### src/s2cd_pkg.sv
`default_nettype none
package s2cd_pkg;

    localparam int unsigned BASE_YEAR     = 2000;
    localparam int unsigned SECS_PER_DAY  = 86400;
    localparam int unsigned SECS_PER_HOUR = 3600;
    localparam int unsigned SECS_PER_MIN  = 60;
    localparam int unsigned DAYS_PER_WEEK = 7;

    localparam int unsigned SECS_W = 32;
    localparam int unsigned DAYS_W = 16;
    localparam int unsigned TOD_W  = 17;
    localparam int unsigned REMH_W = 12;
    localparam int unsigned WKQ_W  = 14;
    localparam int unsigned YEAR_W = 12;
    localparam int unsigned PC_W   = 4;

    // quotient = (x * MUL) >> SHIFT, exact over each operand's full range
    // days: x is seconds >> 7, divisor 675
    localparam int unsigned DAY_PRE    = 7;
    localparam int unsigned DAY_SHIFT  = 35;
    localparam logic [25:0] DAY_MUL    = 26'd50903317;
    localparam int unsigned DPROD_W    = 51;
    // weeks: x is the day count, divisor 7
    localparam int unsigned WEEK_SHIFT = 19;
    localparam logic [16:0] WEEK_MUL   = 17'd74899;
    localparam int unsigned WPROD_W    = 33;
    // hours: x is time of day >> 4, divisor 225
    localparam int unsigned HOUR_PRE   = 4;
    localparam int unsigned HOUR_SHIFT = 21;
    localparam logic [13:0] HOUR_MUL   = 14'd9321;
    localparam int unsigned HPROD_W    = 27;
    // minutes: x is seconds into the hour >> 2, divisor 15
    localparam int unsigned MIN_PRE    = 2;
    localparam int unsigned MIN_SHIFT  = 14;
    localparam logic [10:0] MIN_MUL    = 11'd1093;
    localparam int unsigned MPROD_W    = 21;

    localparam logic [YEAR_W-1:0] YEAR_INIT = YEAR_W'(BASE_YEAR);
    localparam logic [1:0]        Y4_INIT   = 2'(BASE_YEAR % 4);
    localparam logic [6:0]        Y100_INIT = 7'(BASE_YEAR % 100);
    localparam logic [8:0]        Y400_INIT = 9'(BASE_YEAR % 400);

    typedef enum logic [3:0] {
        OP_NOP,
        OP_LOAD,
        OP_DAY_Q,
        OP_DAY_R,
        OP_HR_Q,
        OP_HR_R,
        OP_MIN_Q,
        OP_PREP_YR,
        OP_YEAR,
        OP_MONTH,
        OP_EMIT
    } t_op;

    typedef enum logic [2:0] {
        C_NONE,
        C_ALWAYS,
        C_NOIN,
        C_YEAR,
        C_MON,
        C_OBUSY
    } t_csel;

    typedef struct packed {
        t_op             op;
        t_csel           csel;
        logic [PC_W-1:0] target;
    } t_ctrl;

    typedef struct packed {
        logic no_in;
        logic year_fit;
        logic mon_fit;
        logic out_busy;
    } t_flags;

    localparam logic [PC_W-1:0] S_IDLE    = PC_W'(0);
    localparam logic [PC_W-1:0] S_DAY_Q   = PC_W'(1);
    localparam logic [PC_W-1:0] S_DAY_R   = PC_W'(2);
    localparam logic [PC_W-1:0] S_HR_Q    = PC_W'(3);
    localparam logic [PC_W-1:0] S_HR_R    = PC_W'(4);
    localparam logic [PC_W-1:0] S_MIN_Q   = PC_W'(5);
    localparam logic [PC_W-1:0] S_PREP_YR = PC_W'(6);
    localparam logic [PC_W-1:0] S_YEAR    = PC_W'(7);
    localparam logic [PC_W-1:0] S_MONTH   = PC_W'(8);
    localparam logic [PC_W-1:0] S_EMIT    = PC_W'(9);
    localparam logic [PC_W-1:0] S_END     = PC_W'(10);

    function automatic t_ctrl microcode(input logic [PC_W-1:0] pc);
        t_ctrl w;
        w = '{op: OP_NOP, csel: C_ALWAYS, target: S_IDLE};
        case (pc)
            S_IDLE:    w = '{op: OP_LOAD,    csel: C_NOIN,   target: S_IDLE};
            S_DAY_Q:   w = '{op: OP_DAY_Q,   csel: C_NONE,   target: S_IDLE};
            S_DAY_R:   w = '{op: OP_DAY_R,   csel: C_NONE,   target: S_IDLE};
            S_HR_Q:    w = '{op: OP_HR_Q,    csel: C_NONE,   target: S_IDLE};
            S_HR_R:    w = '{op: OP_HR_R,    csel: C_NONE,   target: S_IDLE};
            S_MIN_Q:   w = '{op: OP_MIN_Q,   csel: C_NONE,   target: S_IDLE};
            S_PREP_YR: w = '{op: OP_PREP_YR, csel: C_NONE,   target: S_IDLE};
            S_YEAR:    w = '{op: OP_YEAR,    csel: C_YEAR,   target: S_YEAR};
            S_MONTH:   w = '{op: OP_MONTH,   csel: C_MON,    target: S_MONTH};
            S_EMIT:    w = '{op: OP_EMIT,    csel: C_OBUSY,  target: S_EMIT};
            S_END:     w = '{op: OP_NOP,     csel: C_ALWAYS, target: S_IDLE};
            default:   w = '{op: OP_NOP,     csel: C_ALWAYS, target: S_IDLE};
        endcase
        return w;
    endfunction

    // m is zero-based
    function automatic logic [4:0] days_in_month(input logic leap, input logic [3:0] m);
        logic [4:0] d;
        if (m == 4'd1) begin
            d = 5'd28 + {4'd0, leap};
        end else if (m > 4'd6) begin
            d = m[0] ? 5'd31 : 5'd30;
        end else begin
            d = m[0] ? 5'd30 : 5'd31;
        end
        return d;
    endfunction

endpackage
`default_nettype wire

### src/s2cd_if.sv
`default_nettype none
interface s2cd_in_if;
    logic        valid;
    logic        ready;
    logic [31:0] elapsed_seconds;

    modport source (output valid, output elapsed_seconds, input ready);
    modport sink (input valid, input elapsed_seconds, output ready);
endinterface

interface s2cd_out_if;
    logic        valid;
    logic        ready;
    logic [11:0] year;
    logic [3:0]  month;
    logic [4:0]  day_of_month;
    logic [4:0]  hour;
    logic [5:0]  minute;
    logic [5:0]  second;
    logic [2:0]  weekday;

    modport source (
        output valid, output year, output month, output day_of_month,
        output hour, output minute, output second, output weekday,
        input ready
    );
    modport sink (
        input valid, input year, input month, input day_of_month,
        input hour, input minute, input second, input weekday,
        output ready
    );
endinterface
`default_nettype wire

### src/s2cd_seq.sv
`default_nettype none
module s2cd_seq (
    input  wire                  i_clk,
    input  wire                  i_rst_n,
    input  s2cd_pkg::t_flags     i_flags,
    output s2cd_pkg::t_ctrl      o_ctrl
);

    logic [s2cd_pkg::PC_W-1:0] r_pc;
    logic [s2cd_pkg::PC_W-1:0] n_pc;
    s2cd_pkg::t_ctrl           w_ctrl;
    logic                      w_jump;

    assign w_ctrl = s2cd_pkg::microcode(r_pc);
    assign o_ctrl = w_ctrl;

    always_comb begin
        case (w_ctrl.csel)
            s2cd_pkg::C_NONE:   w_jump = 1'b0;
            s2cd_pkg::C_ALWAYS: w_jump = 1'b1;
            s2cd_pkg::C_NOIN:   w_jump = i_flags.no_in;
            s2cd_pkg::C_YEAR:   w_jump = i_flags.year_fit;
            s2cd_pkg::C_MON:    w_jump = i_flags.mon_fit;
            s2cd_pkg::C_OBUSY:  w_jump = i_flags.out_busy;
            default:            w_jump = 1'b1;
        endcase
        n_pc = w_jump ? w_ctrl.target : r_pc + s2cd_pkg::PC_W'(1);
    end

    always_ff @(posedge i_clk) begin
        if (!i_rst_n) begin
            r_pc <= s2cd_pkg::S_IDLE;
        end else begin
            r_pc <= n_pc;
        end
    end

endmodule
`default_nettype wire

### src/seconds_to_calendar_date.sv
// Converts seconds since midnight of 1 January 2000 into year, month, day of month,
// hour, minute, second and weekday, one word at a time. A small microcode table steps
// a plain datapath: the day count, the weeks, the hour and the minute come from
// reciprocal multiplications by constants, each followed by a step that forms the
// remainder, then one year is subtracted per cycle and one month per cycle. A result
// word is ready once the year loop and the month loop have run; the year loop
// dominates. The input is taken only while the sequencer waits at its idle step,
// which it reaches again after the emit and end steps; a finished result sits in an
// output register until it is taken, and the next item waits at its emit step behind
// it. Origin weekday is written through i_cfg_we/i_cfg_wdata and resets to 5
// (Saturday); a value of 7 acts as Monday.
`default_nettype none
module seconds_to_calendar_date (
    input  wire              i_clk,
    input  wire              i_rst_n,
    input  wire              i_cfg_we,
    input  wire [2:0]        i_cfg_wdata,
    s2cd_in_if.sink          i_in,
    s2cd_out_if.source       o_out
);

    localparam int unsigned SECS_W     = s2cd_pkg::SECS_W;
    localparam int unsigned DAYS_W     = s2cd_pkg::DAYS_W;
    localparam int unsigned TOD_W      = s2cd_pkg::TOD_W;
    localparam int unsigned REMH_W     = s2cd_pkg::REMH_W;
    localparam int unsigned WKQ_W      = s2cd_pkg::WKQ_W;
    localparam int unsigned DPROD_W    = s2cd_pkg::DPROD_W;
    localparam int unsigned WPROD_W    = s2cd_pkg::WPROD_W;
    localparam int unsigned HPROD_W    = s2cd_pkg::HPROD_W;
    localparam int unsigned MPROD_W    = s2cd_pkg::MPROD_W;
    localparam int unsigned DAY_PRE    = s2cd_pkg::DAY_PRE;
    localparam int unsigned HOUR_PRE   = s2cd_pkg::HOUR_PRE;
    localparam int unsigned MIN_PRE    = s2cd_pkg::MIN_PRE;
    localparam int unsigned DAY_SHIFT  = s2cd_pkg::DAY_SHIFT;
    localparam int unsigned WEEK_SHIFT = s2cd_pkg::WEEK_SHIFT;
    localparam int unsigned HOUR_SHIFT = s2cd_pkg::HOUR_SHIFT;
    localparam int unsigned MIN_SHIFT  = s2cd_pkg::MIN_SHIFT;

    s2cd_pkg::t_ctrl  w_ctrl;
    s2cd_pkg::t_flags w_flags;

    logic [2:0]                    r_origin;
    logic [SECS_W-1:0]             r_secs, n_secs;
    logic [DAYS_W-1:0]             r_dcnt, n_dcnt;
    logic [TOD_W-1:0]              r_tod, n_tod;
    logic [WKQ_W-1:0]              r_wkq, n_wkq;
    logic [2:0]                    r_wdrem, n_wdrem;
    logic [4:0]                    r_hour, n_hour;
    logic [REMH_W-1:0]             r_remh, n_remh;
    logic [5:0]                    r_min, n_min;
    logic [5:0]                    r_sec, n_sec;
    logic [s2cd_pkg::YEAR_W-1:0]   r_year, n_year;
    logic [1:0]                    r_y4, n_y4;
    logic [6:0]                    r_y100, n_y100;
    logic [8:0]                    r_y400, n_y400;
    logic [3:0]                    r_mon, n_mon;

    logic        r_ovalid;
    logic [11:0] r_o_year;
    logic [3:0]  r_o_month;
    logic [4:0]  r_o_dom;
    logic [4:0]  r_o_hour;
    logic [5:0]  r_o_min;
    logic [5:0]  r_o_sec;
    logic [2:0]  r_o_wd;

    logic [DPROD_W-1:0] w_dprod;
    logic [SECS_W-1:0]  w_dsecs;
    logic [WPROD_W-1:0] w_wprod;
    logic [DAYS_W-1:0]  w_wdays;
    logic [HPROD_W-1:0] w_hprod;
    logic [TOD_W-1:0]   w_hsecs;
    logic [MPROD_W-1:0] w_mprod;
    logic [REMH_W-1:0]  w_msecs;
    logic               w_leap;
    logic [8:0]         w_ylen;
    logic [4:0]         w_mlen;
    logic [3:0]         w_wdsum;
    logic [2:0]         w_wd;
    logic               w_emit;

    s2cd_seq u_seq (
        .i_clk   (i_clk),
        .i_rst_n (i_rst_n),
        .i_flags (w_flags),
        .o_ctrl  (w_ctrl)
    );

    assign i_in.ready = i_rst_n && (w_ctrl.op == s2cd_pkg::OP_LOAD);

    // quotient and remainder products
    assign w_dprod = DPROD_W'(r_secs[SECS_W-1:DAY_PRE]) * DPROD_W'(s2cd_pkg::DAY_MUL);
    assign w_dsecs = SECS_W'(r_dcnt) * SECS_W'(s2cd_pkg::SECS_PER_DAY);
    assign w_wprod = WPROD_W'(r_dcnt) * WPROD_W'(s2cd_pkg::WEEK_MUL);
    assign w_wdays = DAYS_W'(r_wkq) * DAYS_W'(s2cd_pkg::DAYS_PER_WEEK);
    assign w_hprod = HPROD_W'(r_tod[TOD_W-1:HOUR_PRE]) * HPROD_W'(s2cd_pkg::HOUR_MUL);
    assign w_hsecs = TOD_W'(r_hour) * TOD_W'(s2cd_pkg::SECS_PER_HOUR);
    assign w_mprod = MPROD_W'(r_remh[REMH_W-1:MIN_PRE]) * MPROD_W'(s2cd_pkg::MIN_MUL);
    assign w_msecs = REMH_W'(r_min) * REMH_W'(s2cd_pkg::SECS_PER_MIN);

    assign w_leap  = (r_y4 == 2'd0) && ((r_y100 != 7'd0) || (r_y400 == 9'd0));
    assign w_ylen  = 9'd365 + {8'd0, w_leap};
    assign w_mlen  = s2cd_pkg::days_in_month(w_leap, r_mon);

    assign w_wdsum = {1'b0, r_wdrem} + {1'b0, r_origin};
    assign w_wd    = (w_wdsum >= 4'd7) ? 3'(w_wdsum - 4'd7) : w_wdsum[2:0];

    assign w_flags.no_in    = !i_in.valid;
    assign w_flags.year_fit = (r_dcnt >= {7'd0, w_ylen});
    assign w_flags.mon_fit  = (r_mon < 4'd11) && (r_dcnt >= {11'd0, w_mlen});
    assign w_flags.out_busy = r_ovalid && !o_out.ready;

    assign w_emit = (w_ctrl.op == s2cd_pkg::OP_EMIT) && !w_flags.out_busy;

    always_comb begin
        n_secs  = r_secs;
        n_dcnt  = r_dcnt;
        n_tod   = r_tod;
        n_wkq   = r_wkq;
        n_wdrem = r_wdrem;
        n_hour  = r_hour;
        n_remh  = r_remh;
        n_min   = r_min;
        n_sec   = r_sec;
        n_year  = r_year;
        n_y4    = r_y4;
        n_y100  = r_y100;
        n_y400  = r_y400;
        n_mon   = r_mon;
        case (w_ctrl.op)
            s2cd_pkg::OP_LOAD: begin
                n_secs = i_in.elapsed_seconds;
            end
            s2cd_pkg::OP_DAY_Q: begin
                n_dcnt = w_dprod[DAY_SHIFT+DAYS_W-1:DAY_SHIFT];
            end
            s2cd_pkg::OP_DAY_R: begin
                n_tod = TOD_W'(r_secs - w_dsecs);
                n_wkq = w_wprod[WEEK_SHIFT+WKQ_W-1:WEEK_SHIFT];
            end
            s2cd_pkg::OP_HR_Q: begin
                n_wdrem = 3'(r_dcnt - w_wdays);
                n_hour  = w_hprod[HOUR_SHIFT+4:HOUR_SHIFT];
            end
            s2cd_pkg::OP_HR_R: begin
                n_remh = REMH_W'(r_tod - w_hsecs);
            end
            s2cd_pkg::OP_MIN_Q: begin
                n_min = w_mprod[MIN_SHIFT+5:MIN_SHIFT];
            end
            s2cd_pkg::OP_PREP_YR: begin
                n_sec  = 6'(r_remh - w_msecs);
                n_year = s2cd_pkg::YEAR_INIT;
                n_y4   = s2cd_pkg::Y4_INIT;
                n_y100 = s2cd_pkg::Y100_INIT;
                n_y400 = s2cd_pkg::Y400_INIT;
                n_mon  = '0;
            end
            s2cd_pkg::OP_YEAR: begin
                if (w_flags.year_fit) begin
                    n_dcnt = r_dcnt - {7'd0, w_ylen};
                    n_year = r_year + 12'd1;
                    n_y4   = r_y4 + 2'd1;
                    n_y100 = (r_y100 == 7'd99) ? 7'd0 : r_y100 + 7'd1;
                    n_y400 = (r_y400 == 9'd399) ? 9'd0 : r_y400 + 9'd1;
                end
            end
            s2cd_pkg::OP_MONTH: begin
                if (w_flags.mon_fit) begin
                    n_dcnt = r_dcnt - {11'd0, w_mlen};
                    n_mon  = r_mon + 4'd1;
                end
            end
            s2cd_pkg::OP_EMIT: begin
            end
            s2cd_pkg::OP_NOP: begin
            end
            default: begin
            end
        endcase
    end

    always_ff @(posedge i_clk) begin
        r_secs  <= n_secs;
        r_dcnt  <= n_dcnt;
        r_tod   <= n_tod;
        r_wkq   <= n_wkq;
        r_wdrem <= n_wdrem;
        r_hour  <= n_hour;
        r_remh  <= n_remh;
        r_min   <= n_min;
        r_sec   <= n_sec;
        r_year  <= n_year;
        r_y4    <= n_y4;
        r_y100  <= n_y100;
        r_y400  <= n_y400;
        r_mon   <= n_mon;
    end

    always_ff @(posedge i_clk) begin
        if (!i_rst_n) begin
            r_origin <= 3'd5;
        end else if (i_cfg_we) begin
            r_origin <= i_cfg_wdata;
        end
    end

    always_ff @(posedge i_clk) begin
        if (!i_rst_n) begin
            r_ovalid <= 1'b0;
        end else if (w_emit) begin
            r_ovalid <= 1'b1;
        end else if (o_out.ready) begin
            r_ovalid <= 1'b0;
        end
    end

    always_ff @(posedge i_clk) begin
        if (w_emit) begin
            r_o_year  <= r_year;
            r_o_month <= r_mon + 4'd1;
            r_o_dom   <= r_dcnt[4:0] + 5'd1;
            r_o_hour  <= r_hour;
            r_o_min   <= r_min;
            r_o_sec   <= r_sec;
            r_o_wd    <= w_wd;
        end
    end

    assign o_out.valid        = r_ovalid;
    assign o_out.year         = r_o_year;
    assign o_out.month        = r_o_month;
    assign o_out.day_of_month = r_o_dom;
    assign o_out.hour         = r_o_hour;
    assign o_out.minute       = r_o_min;
    assign o_out.second       = r_o_sec;
    assign o_out.weekday      = r_o_wd;

endmodule
`default_nettype wire
### src/flat_wrapper.sv
// flat-port wrapper written by rule: the top's interface ports become plain ports
module seconds_to_calendar_date_flat 
  (i_clk, i_rst_n, i_cfg_we, i_cfg_wdata, i_in_valid, i_in_elapsed_seconds, i_in_ready, o_out_valid, o_out_year, o_out_month, o_out_day_of_month, o_out_hour, o_out_minute, o_out_second, o_out_weekday, o_out_ready);
  s2cd_in_if i_in_i ();
  s2cd_out_if o_out_i ();
  input  wire i_clk;
  input  wire i_rst_n;
  input  wire i_cfg_we;
  input  wire [2:0] i_cfg_wdata;
  input wire logic [$bits(i_in_i.valid)-1:0] i_in_valid;
  input wire logic [$bits(i_in_i.elapsed_seconds)-1:0] i_in_elapsed_seconds;
  output wire logic [$bits(i_in_i.ready)-1:0] i_in_ready;
  output wire logic [$bits(o_out_i.valid)-1:0] o_out_valid;
  output wire logic [$bits(o_out_i.year)-1:0] o_out_year;
  output wire logic [$bits(o_out_i.month)-1:0] o_out_month;
  output wire logic [$bits(o_out_i.day_of_month)-1:0] o_out_day_of_month;
  output wire logic [$bits(o_out_i.hour)-1:0] o_out_hour;
  output wire logic [$bits(o_out_i.minute)-1:0] o_out_minute;
  output wire logic [$bits(o_out_i.second)-1:0] o_out_second;
  output wire logic [$bits(o_out_i.weekday)-1:0] o_out_weekday;
  input wire logic [$bits(o_out_i.ready)-1:0] o_out_ready;
  assign i_in_i.valid = i_in_valid;
  assign i_in_i.elapsed_seconds = i_in_elapsed_seconds;
  assign i_in_ready = i_in_i.ready;
  assign o_out_valid = o_out_i.valid;
  assign o_out_year = o_out_i.year;
  assign o_out_month = o_out_i.month;
  assign o_out_day_of_month = o_out_i.day_of_month;
  assign o_out_hour = o_out_i.hour;
  assign o_out_minute = o_out_i.minute;
  assign o_out_second = o_out_i.second;
  assign o_out_weekday = o_out_i.weekday;
  assign o_out_i.ready = o_out_ready;
  seconds_to_calendar_date u_core (.i_clk(i_clk), .i_rst_n(i_rst_n), .i_cfg_we(i_cfg_we), .i_cfg_wdata(i_cfg_wdata), .i_in(i_in_i), .o_out(o_out_i));
endmodule
### config.mk
export PLATFORM = sky130hd
export DESIGN_NAME = seconds_to_calendar_date_flat
export DESIGN_NICKNAME = d
export VERILOG_FILES = /design/src/s2cd_pkg.sv /design/src/s2cd_if.sv /design/src/s2cd_seq.sv /design/src/seconds_to_calendar_date.sv /design/src/flat_wrapper.sv
export SDC_FILE = /design/constraint.sdc
export NUM_CORES = 1
export LEC_CHECK = 0
export BUFFER_PORTS_ARGS = -buffer_cell sky130_fd_sc_hd__clkbuf_2
export CORE_ASPECT_RATIO = 0.75
export CORE_UTILIZATION = 50
export CTS_CLUSTER_SIZE = 25
export DETAILED_ROUTE_END_ITERATION = 10
export PLACE_DENSITY_LB_ADDON = 0.25
export SYNTH_ARGS = -nofsm -noshare
export SYNTH_HDL_FRONTEND = slang
export SYNTH_SLANG_ARGS = --single-unit
### constraint.sdc
create_clock -name i_clk -period 7.85 [get_ports i_clk]
set_input_delay 0.3925 -clock i_clk [delete_from_list [all_inputs] [get_ports i_clk]]
set_output_delay 0.3925 -clock i_clk [all_outputs]
set_load 0.03 [all_outputs]
-- After elaboration in Yosys (flattened, before gate mapping)
Memory sizes are Yosys's and may differ from the RTL's. A register that Yosys moved wholly into a read port is not among the register bits.
Index checks and enable logic that the tools add are counted.
- input bits: 40
- output and inout port bits: 43
- word-level logic and storage cells: 119
- register bits: 194
- memories: 1
- bits in read-only memories: 176
- add/sub/neg operators: 17
- magnitude comparators: 5
- multipliers: 8
- eq/ne operators: 19
- reduce and logical (&&, ||, !) cells: 20
- multiplexer cells: 25
- memories (memory ; depth ; bits a word ; read ports ; clocked after Yosys merged registers in ; wr ports ; RTL line ; RTL):
    (no name shown) ; 16 ; 11 ; 1 ; 1 ; 0 ; s2cd_pkg.sv:95 ; case (pc)
- operator list (cell ; count):
    multiplier 25 x 26 -> 51 bit, second input constant ; 1
    one-hot mux 16 bit (3 select lines) ; 1
    multiplier 16 x 17 -> 33 bit, second input constant ; 1
    two-way mux 16 bit ; 2
    multiplier 13 x 14 -> 26 bit, second input constant ; 1
    one-hot mux 12 bit (2 select lines) ; 1
    multiplier 10 x 11 -> 20 bit, second input constant ; 1
    two-way mux 9 bit ; 2
    one-hot mux 9 bit (2 select lines) ; 1
    subtractor 17 bit ; 1
    equality test 4 x 3 -> 1 bit, second input constant ; 4
    greater-or-equal comparator 16 x 5 -> 1 bit ; 1
    greater-or-equal comparator 16 x 9 -> 1 bit ; 1
    multiplier 16 x 10 -> 10 bit, second input constant ; 1
    subtractor 16 x 5 -> 16 bit ; 1
    subtractor 16 x 9 -> 16 bit ; 1
    multiplier 14 x 3 -> 3 bit, second input constant ; 1
    two-way mux 7 bit ; 2
    one-hot mux 7 bit (2 select lines) ; 1
    adder 12 x 1 -> 12 bit, second input constant ; 1
    equality test 4 bit, second input constant ; 3
    two-way mux 12 bit ; 1
    two-way mux 4 bit ; 3
    subtractor 12 bit ; 1
    other kinds (41) ; 60

-- Logic depth before layout (Yosys ltp)
Gate-level depths: netlist of the first run.
- depth after elaboration: 10
- depth in mapped cells: 25

-- By module
From an unflattened synthesis of the first run, not the netlist that was laid out.
- cells, all modules: 2335
- area, all modules: 24880.1 µm²
- modules (own cells, without submodules) (module ; area each (µm²) ; cells each ; seq. area each (µm²) ; instances):
    seconds_to_calendar_date ; 24136.9 ; 2260 ; 5335.1 ; 1
    s2cd_seq ; 743.2 ; 75 ; 260.2 ; 1

-- Least setup slack after synthesis of the first run
No wires, ideal clock.
- kind: reg2reg
- start: register u_core.r_secs[30]
- end: register u_core.r_dcnt[13], data pin
- arrival: 6001 ps
- stages on the path, launching flop included: 21
- setup time: 261 ps
- data required time: 7589 ps
- period minus slack after synthesis: 6261 ps
- setup slack: 1589 ps
- cells stage by stage: edfxtp_1 -> fa_1 -> inv_1 -> fa_1 -> inv_1 -> fa_1 -> inv_1 -> fa_1 -> inv_1 -> fa_1 -> fa_1 -> ha_1 -> ha_1 -> and2_2 -> nand3_2 -> or3b_1 -> a211oi_2 -> nor3_2 -> o311ai_4 -> xnor2_1 -> a221o_1
- cells in the longest elaborated chain, start to end: 2
- RTL lines (item ; RTL line ; RTL):
    start: declaration ; seconds_to_calendar_date.sv:43 ; logic [SECS_W-1:0] r_secs, n_secs;
    start signal: assignment ; seconds_to_calendar_date.sv:184 ; r_secs <= n_secs;
    multiplier 25 x 26 -> 51 bit ; seconds_to_calendar_date.sv:92 ; assign w_dprod = DPROD_W'(r_secs[SECS_W-1:DAY_PRE]) * DPROD_W'(s2cd_pkg::DAY_MUL);
    one-hot mux 16 bit (3 select lines) ; seconds_to_calendar_date.sv:130 ; case (w_ctrl.op)
    net u_core.n_dcnt[13] ; seconds_to_calendar_date.sv:44 ; logic [DAYS_W-1:0] r_dcnt, n_dcnt;
    end signal: assignment ; seconds_to_calendar_date.sv:185 ; r_dcnt <= n_dcnt;
    end: declaration ; seconds_to_calendar_date.sv:44 ;
The timed path passes the listed nets, and every way through them passes these cells.
A chain may end at the register's enable or synchronous reset.

-- Final worst setup path of the first run
- start: register u_core.r_secs[21]
- end: register u_core.r_dcnt[9], data pin
The elaborated chain is that of the path after synthesis.

==> reports/results.txt, run 1 <==
destination of the worst register-to-register timing path = u_core.r_dcnt[9]
cell-by-cell trace of the critical path = fa_1 > inv_1 > fa_1 > inv_1 > ha_1 > fa_1 > fa_1 > fa_1 > inv_1 > fa_1 > inv_1 > ha_1 > nand2_1 > nor2_1 > a221oi_1 > nand3_1 > o21ai_0 > o211ai_1 > o41ai_1 > xor2_1 > o22ai_1
Final Worst Setup Slack = 0.872 ns
buffer type at the clock tree root = clkbuf_16
total setup violations reported at the end of the flow = 0
run status = finished clean
synth top area cells = ha_1 (29%), fa_1 (22%), edfxtp_1 (21%), inv_1 (9.0%), xnor2_1 (2.5%)
hold wc startpoint = i_in_elapsed_seconds[10]
number of register bits inferred by synthesis = 192
r2r startpoint = u_core.r_secs[21]
clock transition at the registers of the reported paths = 0.10 ns
Slew Viols, Final = 0
worst r2r path cells = 21
via count = 16200
crit start category = flip-flop
count of fill cells added during filler insertion = 4257
worst hold path cell count = 1
mean cell area of the mapped netlist = 10.7 um2
number of violations reported at the end of detailed-routing iteration 0 = 1037
number of remaining DRC errors = 0
I/O pin count = 83
Worst EP arrival = 7.13 ns
proportion of synthesized flip-flops having asynchronous set or reset = 0
number of iterations in the first detailed-routing pass = 5
global placer's final weighted congestion = 0.965
fraction of the cycle the final worst path needs = 0.889
number of input and output port buffers inserted = 82
core region area = 48900 um2
post-route standard cell area excluding fillers = 26700 um2
worst endpoint required time = 8.01 ns
global-route wire length before repair = 91800 um
R2R Setup Slk = 0.87 ns
initial standard-cell utilization of the core = 0.507
detailed-route wire length per cell = 18.2 um
CP Max Fanout = 9
CP endpoint kind = flip-flop
TritonCTS Buffers = 17
Max stage delay on crit path = 0.64 ns
minimum setup slack after placement = 0.861 ns
Vias/cell = 5.27
All-Layer GR Usage = 0.234
Yosys cell types = 71
number of antenna violations at the first check in global routing = 0
post-detailed-route count of antenna-violating nets = 0
count of maximum capacitance violations = 0
Final Skew = 0.0273 ns
number of synthesized flops with an enable pin = 175
Die Footprint = 50500 um2
biggest area consumer among synthesized cells = ha_1
clock tree from TritonCTS = done
Hold Crit Class = in -> reg
fraction of layout cells with a size suffix above 1 = 0.0671
Hold Fails Final Rpt = 0
Mapped Nets = 3208
floorplan die width = 259 um
Final Net Count = 3301
clock net sink count = 192
largest net degree at the start of global routing = 42
number of buffers inserted by hold repair at cts = 0
# Post-CTS Setup Buffers = 0
area of the multi-input gates = 16900 um2
maximum frequency from static timing analysis = 143 MHz
Yosys Warn Count = 0
fraction of post-synthesis cell area in the top cell type by area = 0.289
crit path max-delay cell type = edfxtp_1
Antenna Cells = 0
unrepaired setup endpoints after global routing = no
Rows = 70
placed standard-cell area = 26000 um2
worst skew pair latency = 0.48 ns
Final Critical Period = 6.98 ns
area used by sequential logic in the layout = 5600 um2
total global routing overflow = 0
number of H-tree levels = 4
hold endpoint = u_core.r_secs[10]
pin slew with the least headroom to its limit = 1.20 ns
Setup Crit Path Kind = reg -> reg
P&R area growth vs syn = 7.48%
clk buf depth = 2
HPWL after DPL = 47400 um
most used flip-flop cell after synthesis = edfxtp_1
count of instances resized after the clock tree is built = 0
Post-Route WL = 56000 um
via count of the first global-routing pass = 17000
sequential share of the synthesized area = 0.226
Setup Total Neg Slack = 0 ns
Die Y-Extent = 195 um
most repeated library cell on the critical path = fa_1
cell count after synthesis = 2325
start point of the critical path = u_core.r_secs[21]
Mapped Area = 24800 um2
worst slew slack as a fraction of its limit = 0.194
[cells in the final DEF (no fill, tap or decap), types with 15 or more instances in the layout]
cell type / count
nand3_1: 27
o22ai_1: 16
clkbuf_2: 82
ha_1: 572
nor2_1: 74
dfxtp_1: 17
a21oi_1: 82
inv_1: 593
clkbuf_16: 17
xnor2_1: 70
nand2_1: 73
xor2_1: 39
nand4_1: 15
edfxtp_1: 175
fa_1: 271
a21o_1: 34
o21ai_0: 49
[area by class of cell]
cell class	instances	share of cell area
Multi-Input combinational cell	1522	0.635
Sequential cell	192	0.210
Inverter	594	0.0837
Tap cell	648	0.0304
Timing Repair Buffer	91	0.0179
Clock buffer	17	0.0160
Clock inverter	15	0.00760
[logic make-up after synthesis]
logic type	share of synthesized area
mux	0.00373
fa+ha+maj	0.507
simple gates	0.0563
flops	0.226
buf+inv	0.0932
compound gates	0.0753
xor+xnor	0.0385
[metrics by stage]
step,cells,hold WS [ns],utilization
after global placement,3047,0.402,0.533
after detailed placement,3047,0.405,0.533
final,3079,0.0803,0.545
after floorplan,2325,0.400,-
after global routing,3079,0.0569,0.545
after CTS,3079,0.0502,0.545
[per-layer routing]
metal  global-route usage  vias up  share of wire
met4               0.0508        0          0.018
met5                    0        -              0
met3               0.0351       54          0.050
met2                0.374      401           0.45
li1                     -     7828              -
met1                0.337     7935           0.48
[flip-flops by register name, summed over array words and instances (netlist names), 5 cells and up]
name and flops:
u_core.r_y400 9, u_core.o_out.year 12, u_core.u_seq.o_ctrl 9, u_core.o_out.minute 6
u_core.r_sec 6, u_core.r_year 12, u_core.o_out.hour 5, u_core.o_out.day_of_month 5
u_core.r_min 6, u_core.r_dcnt 16, u_core.r_secs 32, u_core.r_y100 7
u_core.r_tod 17, u_core.r_remh 12, u_core.r_hour 5, u_core.o_out.second 6
[synthesized netlist by cell type, types with 8 or more instances]
| cell type | n |
|---|---|
| edfxtp_1 | 175 |
| and2_1 | 10 |
| a21oi_1 | 82 |
| a31oi_1 | 14 |
| o21ai_0 | 50 |
| inv_1 | 593 |
| a221oi_1 | 10 |
| o21a_1 | 9 |
| nor2b_1 | 10 |
| a21o_1 | 34 |
| nand2_1 | 73 |
| nor3_1 | 14 |
| xnor2_1 | 70 |
| nand3_1 | 27 |
| o22ai_1 | 16 |
| fa_1 | 271 |
| and3_1 | 13 |
| nor2_1 | 75 |
| o21bai_1 | 10 |
| dfxtp_1 | 17 |
| o221ai_1 | 8 |
| clkbuf_1 | 12 |
| nand4_1 | 15 |
| xor2_1 | 39 |
| nand2b_1 | 10 |
| ha_1 | 572 |
[critical path, delay by kind of cell (launching register included)]
kind | cells | cell delay, ns
flops | 1 | 0.64
buf+inv | 4 | 0.23
xor+xnor | 1 | 0.18
compound gates | 5 | 1.36
simple gates | 3 | 0.31
fa+ha+maj | 8 | 3.94
[how the worst max path moves through the flow]
stage	slack [ns]	endpoint
2_1_floorplan	1.59	u_core.r_dcnt[13]
3_3_place_gp	1.01	u_core.r_dcnt[15]
3_5_place_dp	0.86	u_core.r_dcnt[10]
4_1_cts	0.88	u_core.r_dcnt[10]
5_1_grt	0.47	u_core.r_dcnt[15]
6_report	0.87	u_core.r_dcnt[9]
Power of run 1 is not shown: default switching activity piles up to over one toggle a cycle in this logic, so the estimate is an artifact.
==> run 2, diff against run 1 <==
- GPL_ROUTABILITY_DRIVEN: unset -> 0
- SETUP_SLACK_MARGIN: unset -> 0.1
- clock period: 7.85 -> 5.9 ns (I/O delays scaled with it)
==> run 2 against run 1 <==
Effect of this change:
- via count is 4.3% higher
- critical endpoint is now u_core.r_dcnt[13]
- wire length is 1.9% higher
- critical path type unchanged
- the run now ends with negative setup slack left
- register-to-register slack worse by 1.3 ns
- critical path depth stayed put
==> reports/results.txt, run 2 (same netlist as run 1, synthesis figures left out) <==
clock net sink count = 192
number of cells on the critical path = 21
unrepaired setup endpoints after global routing = yes
worst skew pair latency = 0.48 ns
crit path max-delay cell type = fa_1
hold endpoint = u_core.r_secs[31]
number of violations reported at the end of detailed-routing iteration 0 = 945
via count = 16900
# placed instances = 3195
P&R area growth vs syn = 16.0%
via count of the first global-routing pass = 18300
placed standard-cell area = 27300 um2
core region area = 48900 um2
cell-by-cell trace of the critical path = fa_1 > ha_4 > inv_2 > fa_1 > fa_1 > inv_2 > fa_1 > inv_1 > fa_1 > inv_1 > fa_1 > ha_4 > and4_4 > nand3_4 > or3b_4 > a211oi_4 > nor3_2 > buf_4 > o311ai_4 > xnor2_1 > a221o_1
Die Footprint = 50500 um2
Final Net Count = 3494
post-route standard cell area excluding fillers = 28800 um2
Final Skew = 0.0274 ns
number of flip-flops in the largest register = 32
crit start category = flip-flop
Hold Fails Final Rpt = 0
total global routing overflow = 0
clk buf depth = 2
floorplan die width = 259 um
fraction of layout cells with a size suffix above 1 = 0.163
r2r startpoint = u_core.r_secs[27]
maximum frequency from static timing analysis = 159 MHz
WP buf/inv = 5
All-Layer GR Usage = 0.237
count of maximum capacitance violations = 0
HPWL after DPL = 48200 um
run status = complete, but fails checks
clock transition at the registers of the reported paths = 0.10 ns
Final Critical Period = 6.29 ns
initial standard-cell utilization of the core = 0.507
Vias/cell = 5.17
hold wc startpoint = i_in_elapsed_seconds[31]
Rows = 70
Die Y-Extent = 195 um
Final Util = 0.589
Setup Crit Path Kind = reg -> reg
non-filler cells in the finished layout = 3273
worst r2r path cells = 21
most common cell after layout, fill and taps aside = inv_1
number of H-tree levels = 4
Worst EP arrival = 6.52 ns
TritonCTS Buffers = 17
Largest regs = u_core.r_secs x32, u_core.r_tod x17, u_core.r_dcnt x16
commonest cells after routing, fill and taps aside = inv_1 (575), ha_1 (544), fa_1 (264)
pin slew with the least headroom to its limit = 1.26 ns
number of input and output port buffers inserted = 82
worst endpoint required time = 6.14 ns
largest net degree at the start of global routing = 42
fraction of the cycle the final worst path needs = 1.07
global-route wire length before repair = 93300 um
clock tree from TritonCTS = done
CP endpoint kind = flip-flop
most repeated library cell on the critical path = fa_1
violated checks = negative setup slack
CP Max Fanout = 6
worst slew slack as a fraction of its limit = 0.157
buffer type at the clock tree root = clkbuf_16
Hold Crit Class = in -> reg
Most flops, register = u_core.r_secs
R2R Setup Slk = -0.39 ns
number of iterations in the first detailed-routing pass = 7
Post-Route WL = 57100 um
Final Worst Setup Slack = -0.388 ns
total setup violations reported at the end of the flow = 16
destination of the worst register-to-register timing path = u_core.r_dcnt[13]
dominant delay contributor by cell family on the critical path = adder cells
Setup Total Neg Slack = -3.85 ns
number of remaining DRC errors = 0
detailed-route wire length per cell = 17.4 um
Slew Viols, Final = 0
number of antenna violations at the first check in global routing = 2
I/O pin count = 83
worst hold path cell count = 1
post-detailed-route count of antenna-violating nets = 0
Max stage delay on crit path = 0.56 ns
run 2: final cells by class:
cell class | instances | area (um2)
tap | 648 | 811
inverter | 594 | 2230
clock buffer | 18 | 429
fill | 4052 | 20100
multi-input combinational | 1522 | 17500
timing repair buffer | 284 | 2020
sequential | 192 | 5600
antenna | 1 | 2.50
clock inverter | 14 | 163
run 2: worst max-delay path by stage:
stage	startpoint	end	slack, ns
2_1_floorplan	u_core.r_secs[23]	u_core.r_dcnt[13]	-0.08
3_3_place_gp	u_core.r_secs[27]	u_core.r_dcnt[15]	-0.29
3_5_place_dp	u_core.r_secs[11]	u_core.r_dcnt[11]	-0.47
4_1_cts	u_core.r_secs[21]	u_core.r_dcnt[9]	-0.30
5_1_grt	u_core.r_secs[27]	u_core.r_dcnt[15]	-0.60
6_report	u_core.r_secs[27]	u_core.r_dcnt[13]	-0.39
run 2: worst reg2reg max path, delay by kind of cell (launching register included):
family | cells | cell delay [ns]
adders and majority gates | 8 | 3.55
buffers and inverters | 5 | 0.34
xor gates and xnor gates | 1 | 0.10
AOI/OAI and AO/OA | 3 | 0.76
and+or+nand+nor | 4 | 0.80
DFF | 1 | 0.51
run 2: metal layers:
metal  share of wire  up-vias  global-route usage
met5         0.00019        -                   0
met4           0.023        2              0.0656
li1                -     8202                   -
met2            0.46      397               0.387
met1            0.47     8224               0.328
met3           0.050       88              0.0365
run 2: metrics by stage:
step / setup WS, ns / hold WS [ns]
4_1_cts: -0.304 / 0.00410
3_3_place_gp: -0.289 / 0.400
6_report: -0.388 / 0.0301
5_1_grt: -0.601 / 0.0108
2_1_floorplan: -0.0811 / 0.357
3_5_place_dp: -0.469 / 0.405
run 2: repair_timing:
| item | CTS | global route |
|---|---|---|
| endpoints found under the hold margin | 21 | 0 |
| pin swaps | 20 | 30 |
| gates resized for setup | 51 | 48 |
| hold buffers | 21 | 0 |
| cloned | 0 | 0 |
| buffers inserted | 15 | 10 |
| endpoints found under the setup margin | 16 | 16 |
Power of run 2 is left out for the same reason.
